$ cat src/slfr_pkg.sv
// Package for the sync/length frame receiver: parser phases, status and
// message class codes, known message IDs and the result record.
// Depends on nothing; used by every module of the receiver.
`timescale 1ns / 1ps

package slfr_pkg;

	// Parser phase within a frame.
	typedef enum logic [2:0] {
		PH_HUNT    = 3'd0,
		PH_LENGTH  = 3'd1,
		PH_ID      = 3'd2,
		PH_PAYLOAD = 3'd3,
		PH_CHECK   = 3'd4
	} phase_t;

	// Frame status codes.
	localparam logic [1:0] ST_GOOD     = 2'd0;
	localparam logic [1:0] ST_MISMATCH = 2'd1;
	localparam logic [1:0] ST_TOO_LONG = 2'd2;

	// Message class codes.
	localparam logic [1:0] CL_RESPONSE     = 2'd0;
	localparam logic [1:0] CL_CAPABILITIES = 2'd1;
	localparam logic [1:0] CL_BROADCAST    = 2'd2;
	localparam logic [1:0] CL_UNKNOWN      = 2'd3;

	// Known message IDs.
	localparam logic [7:0] ID_RESPONSE     = 8'h40;
	localparam logic [7:0] ID_CAPABILITIES = 8'h54;
	localparam logic [7:0] ID_BROADCAST    = 8'h4E;

	// Sync byte after reset.
	localparam logic [7:0] SYNC_RESET = 8'hA4;

	// One delivered frame result.
	typedef struct packed {
		logic [1:0] status;
		logic [7:0] message_id;
		logic [7:0] payload_length;
		logic [1:0] id_class;
		logic [7:0] last_payload_byte;
	} slfr_result_t;

	// Map a message ID onto its class.
	function automatic logic [1:0] classify(input logic [7:0] id);
		logic [1:0] cls;
		case (id)
			ID_RESPONSE:     cls = CL_RESPONSE;
			ID_CAPABILITIES: cls = CL_CAPABILITIES;
			ID_BROADCAST:    cls = CL_BROADCAST;
			default:         cls = CL_UNKNOWN;
		endcase
		return cls;
	endfunction

endpackage

$ cat src/slfr_parser.sv
// Frame parser state machine: tracks the phase, byte count, running XOR
// and captured bytes, and flags a result on the byte that ends a frame.
// Depends on slfr_pkg.
`timescale 1ns / 1ps

module slfr_parser
	import slfr_pkg::*;
#(
	parameter int MAX_PAYLOAD = 17
) (
	input  logic         clk,
	input  logic         arst_n,
	input  logic         byte_en,
	input  logic [7:0]   rx_byte,
	input  logic [7:0]   sync_byte,
	output logic         res_en,
	output slfr_result_t res
);

	localparam int CW = $clog2(MAX_PAYLOAD + 1);
	localparam logic [7:0] MAX_LEN = 8'(MAX_PAYLOAD);

	phase_t      phase_q, phase_d;
	logic [CW-1:0] count_q, count_d, count_inc;
	logic [7:0]  xor_q, xor_d;
	logic [7:0]  len_q, len_d;
	logic [7:0]  id_q, id_d;
	logic [7:0]  last_q, last_d;

	assign count_inc = count_q + 1'b1;

	// State registers.
	always_ff @(posedge clk or negedge arst_n) begin
		if (!arst_n) begin
			phase_q <= PH_HUNT;
			count_q <= '0;
			xor_q   <= '0;
			len_q   <= '0;
			id_q    <= '0;
			last_q  <= '0;
		end else if (byte_en) begin
			phase_q <= phase_d;
			count_q <= count_d;
			xor_q   <= xor_d;
			len_q   <= len_d;
			id_q    <= id_d;
			last_q  <= last_d;
		end
	end

	// Next state and result for the current byte.
	always_comb begin
		phase_d = phase_q;
		count_d = count_q;
		xor_d   = xor_q;
		len_d   = len_q;
		id_d    = id_q;
		last_d  = last_q;
		res_en  = 1'b0;
		res     = '{ST_GOOD, id_q, len_q, classify(id_q), last_q};
		unique case (phase_q)
			PH_LENGTH: begin
				len_d = rx_byte;
				xor_d = xor_q ^ rx_byte;
				if (rx_byte > MAX_LEN) begin
					res_en  = 1'b1;
					res     = '{ST_TOO_LONG, 8'd0, rx_byte, CL_UNKNOWN, 8'd0};
					phase_d = PH_HUNT;
				end else begin
					phase_d = PH_ID;
				end
			end
			PH_ID: begin
				id_d    = rx_byte;
				xor_d   = xor_q ^ rx_byte;
				count_d = '0;
				phase_d = (len_q == 8'd0) ? PH_CHECK : PH_PAYLOAD;
			end
			PH_PAYLOAD: begin
				xor_d   = xor_q ^ rx_byte;
				last_d  = rx_byte;
				count_d = count_inc;
				if (8'(count_inc) >= len_q) begin
					phase_d = PH_CHECK;
				end
			end
			PH_CHECK: begin
				res_en     = 1'b1;
				res.status = (rx_byte == xor_q) ? ST_GOOD : ST_MISMATCH;
				phase_d    = PH_HUNT;
			end
			default: begin
				// Hunting: everything but the sync byte is dropped.
				phase_d = PH_HUNT;
				if (rx_byte == sync_byte) begin
					xor_d   = rx_byte;
					count_d = '0;
					len_d   = '0;
					id_d    = '0;
					last_d  = '0;
					phase_d = PH_LENGTH;
				end
			end
		endcase
	end

endmodule

$ cat src/sync_length_frame_receiver.sv
// Top level of the sync/length frame receiver: sync register, parser and
// output register. Depends on slfr_pkg and slfr_parser.
`timescale 1ns / 1ps
//
// Usage:
//   Input channel (in_valid/in_ready, rx_byte) carries one received byte per
//   transaction. The parser hunts for the sync byte, then takes the length,
//   message ID, payload bytes and checksum byte of a frame.
//   Output channel (out_valid/out_ready) delivers one result per frame: on
//   the checksum byte, or at once on a length byte above MAX_PAYLOAD.
//   Config channel (cfg_valid/cfg_ready, sync_value) sets the sync byte and is
//   always ready; the user must write it only while the receiver is idle.
// Latency and throughput:
//   One byte per cycle unless a result waits on out_ready. A result appears
//   on the output register the cycle after the byte that ends the frame is
//   taken; each byte is handled by one pass through the parser logic.
// Reset:
//   The parser hunts for sync, the sync byte returns to 0xA4 and the output
//   register is empty.
// Stall:
//   While a result waits on out_ready, in_ready is low for every byte, since
//   the output register is full. In a cycle where out_ready is high the
//   waiting result is taken and a new byte is accepted at the same edge.

module sync_length_frame_receiver
	import slfr_pkg::*;
#(
	parameter int MAX_PAYLOAD = 17
) (
	input  logic       clk,
	input  logic       arst_n,
	input  logic       in_valid,
	output logic       in_ready,
	input  logic [7:0] rx_byte,
	input  logic       cfg_valid,
	output logic       cfg_ready,
	input  logic [7:0] sync_value,
	output logic       out_valid,
	input  logic       out_ready,
	output logic [1:0] status,
	output logic [7:0] message_id,
	output logic [7:0] payload_length,
	output logic [1:0] id_class,
	output logic [7:0] last_payload_byte
);

	logic [7:0]   sync_q;
	logic         byte_en;
	logic         res_en;
	slfr_result_t res;
	logic         out_valid_q;
	slfr_result_t out_q;

	assign cfg_ready = 1'b1;
	assign in_ready  = !out_valid_q || out_ready;
	assign byte_en   = in_valid && in_ready;

	// Sync byte register.
	always_ff @(posedge clk or negedge arst_n) begin
		if (!arst_n) begin
			sync_q <= SYNC_RESET;
		end else if (cfg_valid && cfg_ready) begin
			sync_q <= sync_value;
		end
	end

	slfr_parser #(
		.MAX_PAYLOAD(MAX_PAYLOAD)
	) u_parser (
		.clk      (clk),
		.arst_n   (arst_n),
		.byte_en  (byte_en),
		.rx_byte  (rx_byte),
		.sync_byte(sync_q),
		.res_en   (res_en),
		.res      (res)
	);

	// Output register valid flag.
	always_ff @(posedge clk or negedge arst_n) begin
		if (!arst_n) begin
			out_valid_q <= 1'b0;
		end else if (byte_en && res_en) begin
			out_valid_q <= 1'b1;
		end else if (out_ready) begin
			out_valid_q <= 1'b0;
		end
	end

	// Output register payload.
	always_ff @(posedge clk) begin
		if (byte_en && res_en) begin
			out_q <= res;
		end
	end

	assign out_valid         = out_valid_q;
	assign status            = out_q.status;
	assign message_id        = out_q.message_id;
	assign payload_length    = out_q.payload_length;
	assign id_class          = out_q.id_class;
	assign last_payload_byte = out_q.last_payload_byte;

endmodule

$ cat config.mk
export PLATFORM = sky130hd
export DESIGN_NAME = sync_length_frame_receiver
export DESIGN_NICKNAME = d
export VERILOG_FILES = /design/src/slfr_pkg.sv /design/src/slfr_parser.sv /design/src/sync_length_frame_receiver.sv
export SDC_FILE = /design/constraint.sdc
export NUM_CORES = 1
export LEC_CHECK = 0
export ABC_AREA = 1
export CORE_MARGIN = 3
export CORE_UTILIZATION = 50
export CTS_CLUSTER_DIAMETER = 80
export CTS_CLUSTER_SIZE = 28
export DETAILED_ROUTE_END_ITERATION = 7
export DONT_BUFFER_PORTS = 1
export GPL_TIMING_DRIVEN = 0
export PLACE_DENSITY = 0.66
export SETUP_SLACK_MARGIN = 0.02
export SKIP_CTS_REPAIR_TIMING = 1
export SLEW_MARGIN = 20
export SYNTH_ARGS = -nofsm -noshare
export SYNTH_HDL_FRONTEND = slang
export SYNTH_SLANG_ARGS = --single-unit
$ cat constraint.sdc
create_clock -name clk -period 3.5 [get_ports clk]
set_input_delay 0.875 -clock clk [delete_from_list [all_inputs] [get_ports clk]]
set_output_delay 0.875 -clock clk [all_outputs]
set_load 0.1 [all_outputs]
# ---- Word level (Yosys, flattened, before mapping)
# Index checks and enable logic that the tools add are counted.
dict set report totals {
  input_bits 21
  output_inout_bits 31
  register_bits 77
  word_cells 76
}
dict set report classes {
  n_lt_le_gt_ge 2
  n_reduce_logical 22
  n_eq_ne 10
  bitwise 6
  n_addsub 1
  n_mux 22
}
# operator n
set op_table {}
lappend op_table {{case mux 8 bit (2 select lines)} 4}
lappend op_table {{2-to-1 mux 28 bit} 1}
lappend op_table {{2-to-1 mux 26 bit} 1}
lappend op_table {{== test 8 x 7 -> 1 bit, second input constant} 3}
lappend op_table {{== test 8 bit} 2}
lappend op_table {{2-to-1 mux 8 bit} 2}
lappend op_table {{case mux 5 bit (3 select lines)} 1}
lappend op_table {{AND reduction 3 bit} 5}
lappend op_table {{case mux 3 bit (4 select lines)} 1}
lappend op_table {{OR reduction 3 bit} 4}
lappend op_table {{nonzero test 2 bit} 5}
lappend op_table {{greater-or-equal comparator 5 x 8 -> 1 bit} 1}
lappend op_table {{> comparator 8 x 5 -> 1 bit, second input constant} 1}
lappend op_table {{zero test 8 bit} 1}
lappend op_table {{XOR 8 bit} 1}
lappend op_table {{== test 3 x 2 -> 1 bit, second input constant} 2}
lappend op_table {{2-to-1 mux 3 bit} 2}
lappend op_table {{case mux 2 bit (3 select lines)} 1}
lappend op_table {{adder 5 x 1 -> 5 bit, second input constant} 1}
lappend op_table {{2-to-1 mux 1 bit} 5}
lappend op_table {{2-to-1 mux 5 bit} 1}
lappend op_table {{inverter 1 bit} 5}
lappend op_table {{case mux 2 bit (2 select lines)} 1}
lappend op_table {{== test 3 x 1 -> 1 bit, second input constant} 1}
lappend op_table {{other kinds (10)} 11}

# ---- Logic depth before layout (Yosys ltp)
dict set report depth {
  word_depth 5
  mapped_depth 15
  ltp_nobuf 15
}

# ---- Modules after synthesis
# From an unflattened synthesis, not the netlist that was laid out.
dict set report hier_totals {
  cells_unflattened 430
  hier_area_um2 3866.2
}
# module cells_per_inst area_per_inst_um2 seq_area_each_um2 n_inst
set modules_own_cells {}
lappend modules_own_cells {slfr_parser 358 2642.5 1001.0 1}
lappend modules_own_cells {sync_length_frame_receiver 72 1223.7 1069.8 1}

# ---- Worst setup path before layout
# Ideal clock, no wire load.
dict set report synth_timing {
  path_kind {register to output}
  startpoint {register out_valid_q (netlist: out_valid)}
  endpoint {output in_ready}
  n_path_buf 0
  required_ns 2.625
  stages_incl_launch_ff 2
  t_arrival_ns 1.728
  slack_ns 0.897
  path_cell_list {dfrtp_1 -> nand2_1}
}
dict set report synth_via {
  elab_chain_cells 2
}
# element line
set synth_lines {}
lappend synth_lines {{from (decl)} sync_length_frame_receiver.sv:51} ;# logic out_valid_q;
lappend synth_lines {{from (signal assigned)} sync_length_frame_receiver.sv:82} ;# out_valid_q <= 1'b0;
lappend synth_lines {{from (signal assigned)} sync_length_frame_receiver.sv:84} ;# out_valid_q <= 1'b1;
lappend synth_lines {{from (signal assigned)} sync_length_frame_receiver.sv:86} ;# out_valid_q <= 1'b0;
lappend synth_lines {{zero test 1 bit} sync_length_frame_receiver.sv:55} ;# assign in_ready = !out_valid_q || out_ready;
lappend synth_lines {{logical OR 1 bit} sync_length_frame_receiver.sv:55}
lappend synth_lines {{to (decl)} sync_length_frame_receiver.sv:33} ;# output logic in_ready,
# Every way passes these cells.

# ---- Final worst setup path
# Ends and elaborated chain as after synthesis.

==> run summary <==
In the routed layout, each cell is associated on average with a via count of 5.01. The total number of yosys warnings was 0; the power density normalized to cell area was 439 mW/mm². Setup repair after global routing left no endpoint under its margin. The timing-limited maximum frequency was 333 MHz; the vertical die dimension was 93.6 µm. Clock tree synthesis selected as its root buffer the cell sky130_fd_sc_hd__clkbuf_8. STA classifies the critical path endpoint as an output pin.

Global routing consumed, over all layers together, 20.1% of the routing resources. Tracing the worst setup path back leads to its startpoint at out_valid. In this run the remaining antenna-violating nets after routing total 0.

Data on the critical path arrives at its endpoint at 2.13 ns. The first detailed-routing pass ran for 4 iterations. For the area of the core, the log shows 0.00733 mm².

Excluding fillers, the count of instances in the completed layout stands at 572. For this design the top-level I/O count stands at 52. Clock tree synthesis found a total of 77 sinks. The final setup TNS came out at 0 ns.

The tool flagged a number of max-cap violations equal to 0. The final weighted congestion in routability-driven placement was 0.859. Entering global routing, the biggest net connects 50 pins. For this run, the share of the core covered by cells in the final layout is 56.5%. The fraction of layout cells with a size suffix above 1 came out at 12.7%. Area of the multi-input gates: 0.00148 mm². VDD sags by at most 0.196 mV. The logs give 0.35 ns for the worst-skew pair later-pin latency and 0.00207 mm² for the total area of sequential cells.

The run gives 2.06 nW as the total leakage power. The number of cells in the design after placement is 556, and the area added between synthesis and finish is 8.06%. Final-report setup violation count: 0. In this run the biggest area consumer among cell types represents 30.0% of the synthesized area. The setup check on the worst reg-to-reg path leaves a slack of 1.21 ns. The final count of hold timing violations was 0; the final cycle utilization of the critical path was 85.9%. Summed over all instances, the cell type with the most area after synthesis is sky130_fd_sc_hd__dfrtp_1.

The logs give 152 for the detailed router's first-iteration violation count and 0 for the total congestion overflow. In this run, CTS created clock tree buffers numbering 9. The count of vias placed by the detailed router was 2864; the number of global-route vias before repair was 2755. For the number of remaining DRC errors, the log shows 0. Walking the worst path, the cells encountered are nand2_1. The global-route wire length before repair was 13.4 mm; the area of the mapped netlist was 0.00383 mm². Number of diodes added for antenna fixing: 0. The top cell types in the final layout, fill and taps aside, are sky130_fd_sc_hd__nand2_1 (173), sky130_fd_sc_hd__inv_1 (48), sky130_fd_sc_hd__dfrtp_1 (46). The library cell contributing the largest single delay on the critical path is sky130_fd_sc_hd__dfrtp_1. The run gives 484 as the total nets after synthesis. Final layout net count: 495. The sequential fraction of the synthesis area came out at 54.0%.

The run finished with clean final reports. Input and output buffers added on the ports amount to 0. Counting every instance in the synthesized netlist gives 457. The number of cell instances on the worst register-to-register path came out at 3. The detailed-route wire length per cell is 13.8 µm, and the time the worst path needs with I/O delays and setup is 3.01 ns. The die covers 0.00875 mm². The layout has 636 filler cells. Most common library cell in the layout ignoring fill and taps: sky130_fd_sc_hd__nand2_1.

Each instance of the synthesized netlist takes up on average 8.39 µm². The startpoint identified for the worst register-to-register timing path is out_valid. In this run the horizontal extent of the chip is 93.6 µm.

The kind of critical path is flop to output pin. Data on the critical path is required at its endpoint by 2.62 ns. TritonCTS built the clock tree. The H-tree was split into 3 levels. The combined buffer and inverter count along the critical path is 0, and the number of placement rows is 31. The clock tree buffer depth was 2. The number of max-slew violations in the final report is 0. The critical path's largest stage delay was 0.95 ns. HPWL reported at the end of detailed placement: 5.63 mm. Clock-pin slew was measured on the worst setup and hold paths at 0.08 ns.

Broken down by cell family, the worst path's largest delay share belongs to flip-flops. At the pin with the least slew margin, the transition time is 0.923 ns. Synthesis inferred 77 register bits. The worst setup path is launched from a flop.

In this run the worst path has a maximum fanout of 3. The final worst clock skew was 0.00669 ns. The most critical setup path has its endpoint at in_ready. The logic depth of the worst path, buffers included was 1. By area the synthesized netlist is led by sky130_fd_sc_hd__dfrtp_1 (30%), sky130_fd_sc_hd__edfxtp_1 (22%), sky130_fd_sc_hd__nand2_1 (17%).

The worst pin sits at a relative slew slack of 38.3%. In this run the critical register-to-register path is captured at last_payload_byte[3]. The netlist uses 33 different library cells. After detailed routing, the total wire length is 7.91 mm. The classification of the worst-slack hold path is input port to asynchronous set/reset pin. The run gives 0 as the initial antenna violation count. The tools report the effective utilization at floorplan as 52.3%.
[cell usage after synthesis, drive strengths merged]
library cell    n
nand2         181
inv            56
dfrtp          46
nor2           45
edfxtp         28
o21ai          23
nand3          22
buf            11
xor2           10
ha              6
nor3            6
nand4           4
a21oi           3
dfstp           3
mux2            3
xnor2           3
clkbuf          2
a21boi          1
a31oi           1
and2            1
conb            1
o22ai           1
[worst min-delay path by stage]
stage                       from           endpoint
2_1_floorplan   u_parser.id_q[2]   u_parser.id_q[2]
3_3_place_gp   u_parser.len_q[4]  u_parser.len_q[4]
3_5_place_dp    u_parser.id_q[2]   u_parser.id_q[2]
4_1_cts                   arst_n   u_parser.id_q[6]
5_1_grt                   arst_n  u_parser.len_q[2]
6_report                  arst_n  u_parser.len_q[6]
[final cells by class]
cell class | instances | share of cell area [%]
clock inverters | 6 | 1.15
inverters | 56 | 5.07
multi-input cells | 311 | 35.6
plain buffers | 13 | 1.87
flip-flops and latches | 77 | 50.0
clock buffers | 10 | 3.32
well taps | 99 | 2.99
[worst register-to-register path: stages, from the launching register on]
cell	delay [ns]
sky130_fd_sc_hd__dfrtp_1	0.75
sky130_fd_sc_hd__a21boi_1	0.55
sky130_fd_sc_hd__o21ai_2	0.14
sky130_fd_sc_hd__inv_2	0.47
[logic make-up after synthesis]
logic type,Yosys count,share of synthesized area [%]
adders and majority gates,6,1.96
and+or+nand+nor,259,28.6
AOI/OAI and AO/OA,29,4.01
buffers and inverters,69,7.51
other,1,0.0978
DFF,77,54.0
xor gates and xnor gates,13,2.97
muxes,3,0.881
[where the power goes]
group / leakage, nW / switching (W) / internal [W]
Sequential: 0.891 / 0.0000409 / 0.000982
Combinational: 1.08 / 0.000111 / 0.0000620
Clock: 0.0928 / 0.000340 / 0.000281
Total: 2.06 / 0.000492 / 0.00133
[flip-flops by register name (all words and copies together) (netlist names)]
name	flops
message_id	8
u_parser.count_q	5
payload_length	8
u_parser.len_q	8
sync_q	8
u_parser.phase_q	3
status	2
u_parser.last_q	8
u_parser.xor_q	8
last_payload_byte	8
u_parser.id_q	8
out_valid	1
id_class	2
[metal layers]
| layer | vias to the layer above | wire length [µm] | global-route usage (%) |
|---|---|---|---|
| met5 | - | 0 | 0 |
| met2 | 82 | 3700 | 32.7 |
| met3 | 10 | 529 | 5.79 |
| li1 | 1448 | - | - |
| met1 | 1324 | 3560 | 25.5 |
| met4 | 0 | 122 | 7.58 |
[through the flow]
stage / total power (W) / worst slack [ns] / hold slack, ns / area (µm²)
3_3_place_gp: 0.00121 / 0.445 / 0.455 / 3960
3_5_place_dp: 0.00122 / 0.399 / 0.459 / 3960
6_report: 0.00182 / 0.494 / 0.207 / 4140
5_1_grt: 0.00191 / 0.434 / 0.176 / 4140
2_1_floorplan: 0.00117 / 0.897 / 0.442 / 3830
4_1_cts: 0.00184 / 0.472 / 0.187 / 4140
No activity file was read; power rests on OpenSTA's default activity.
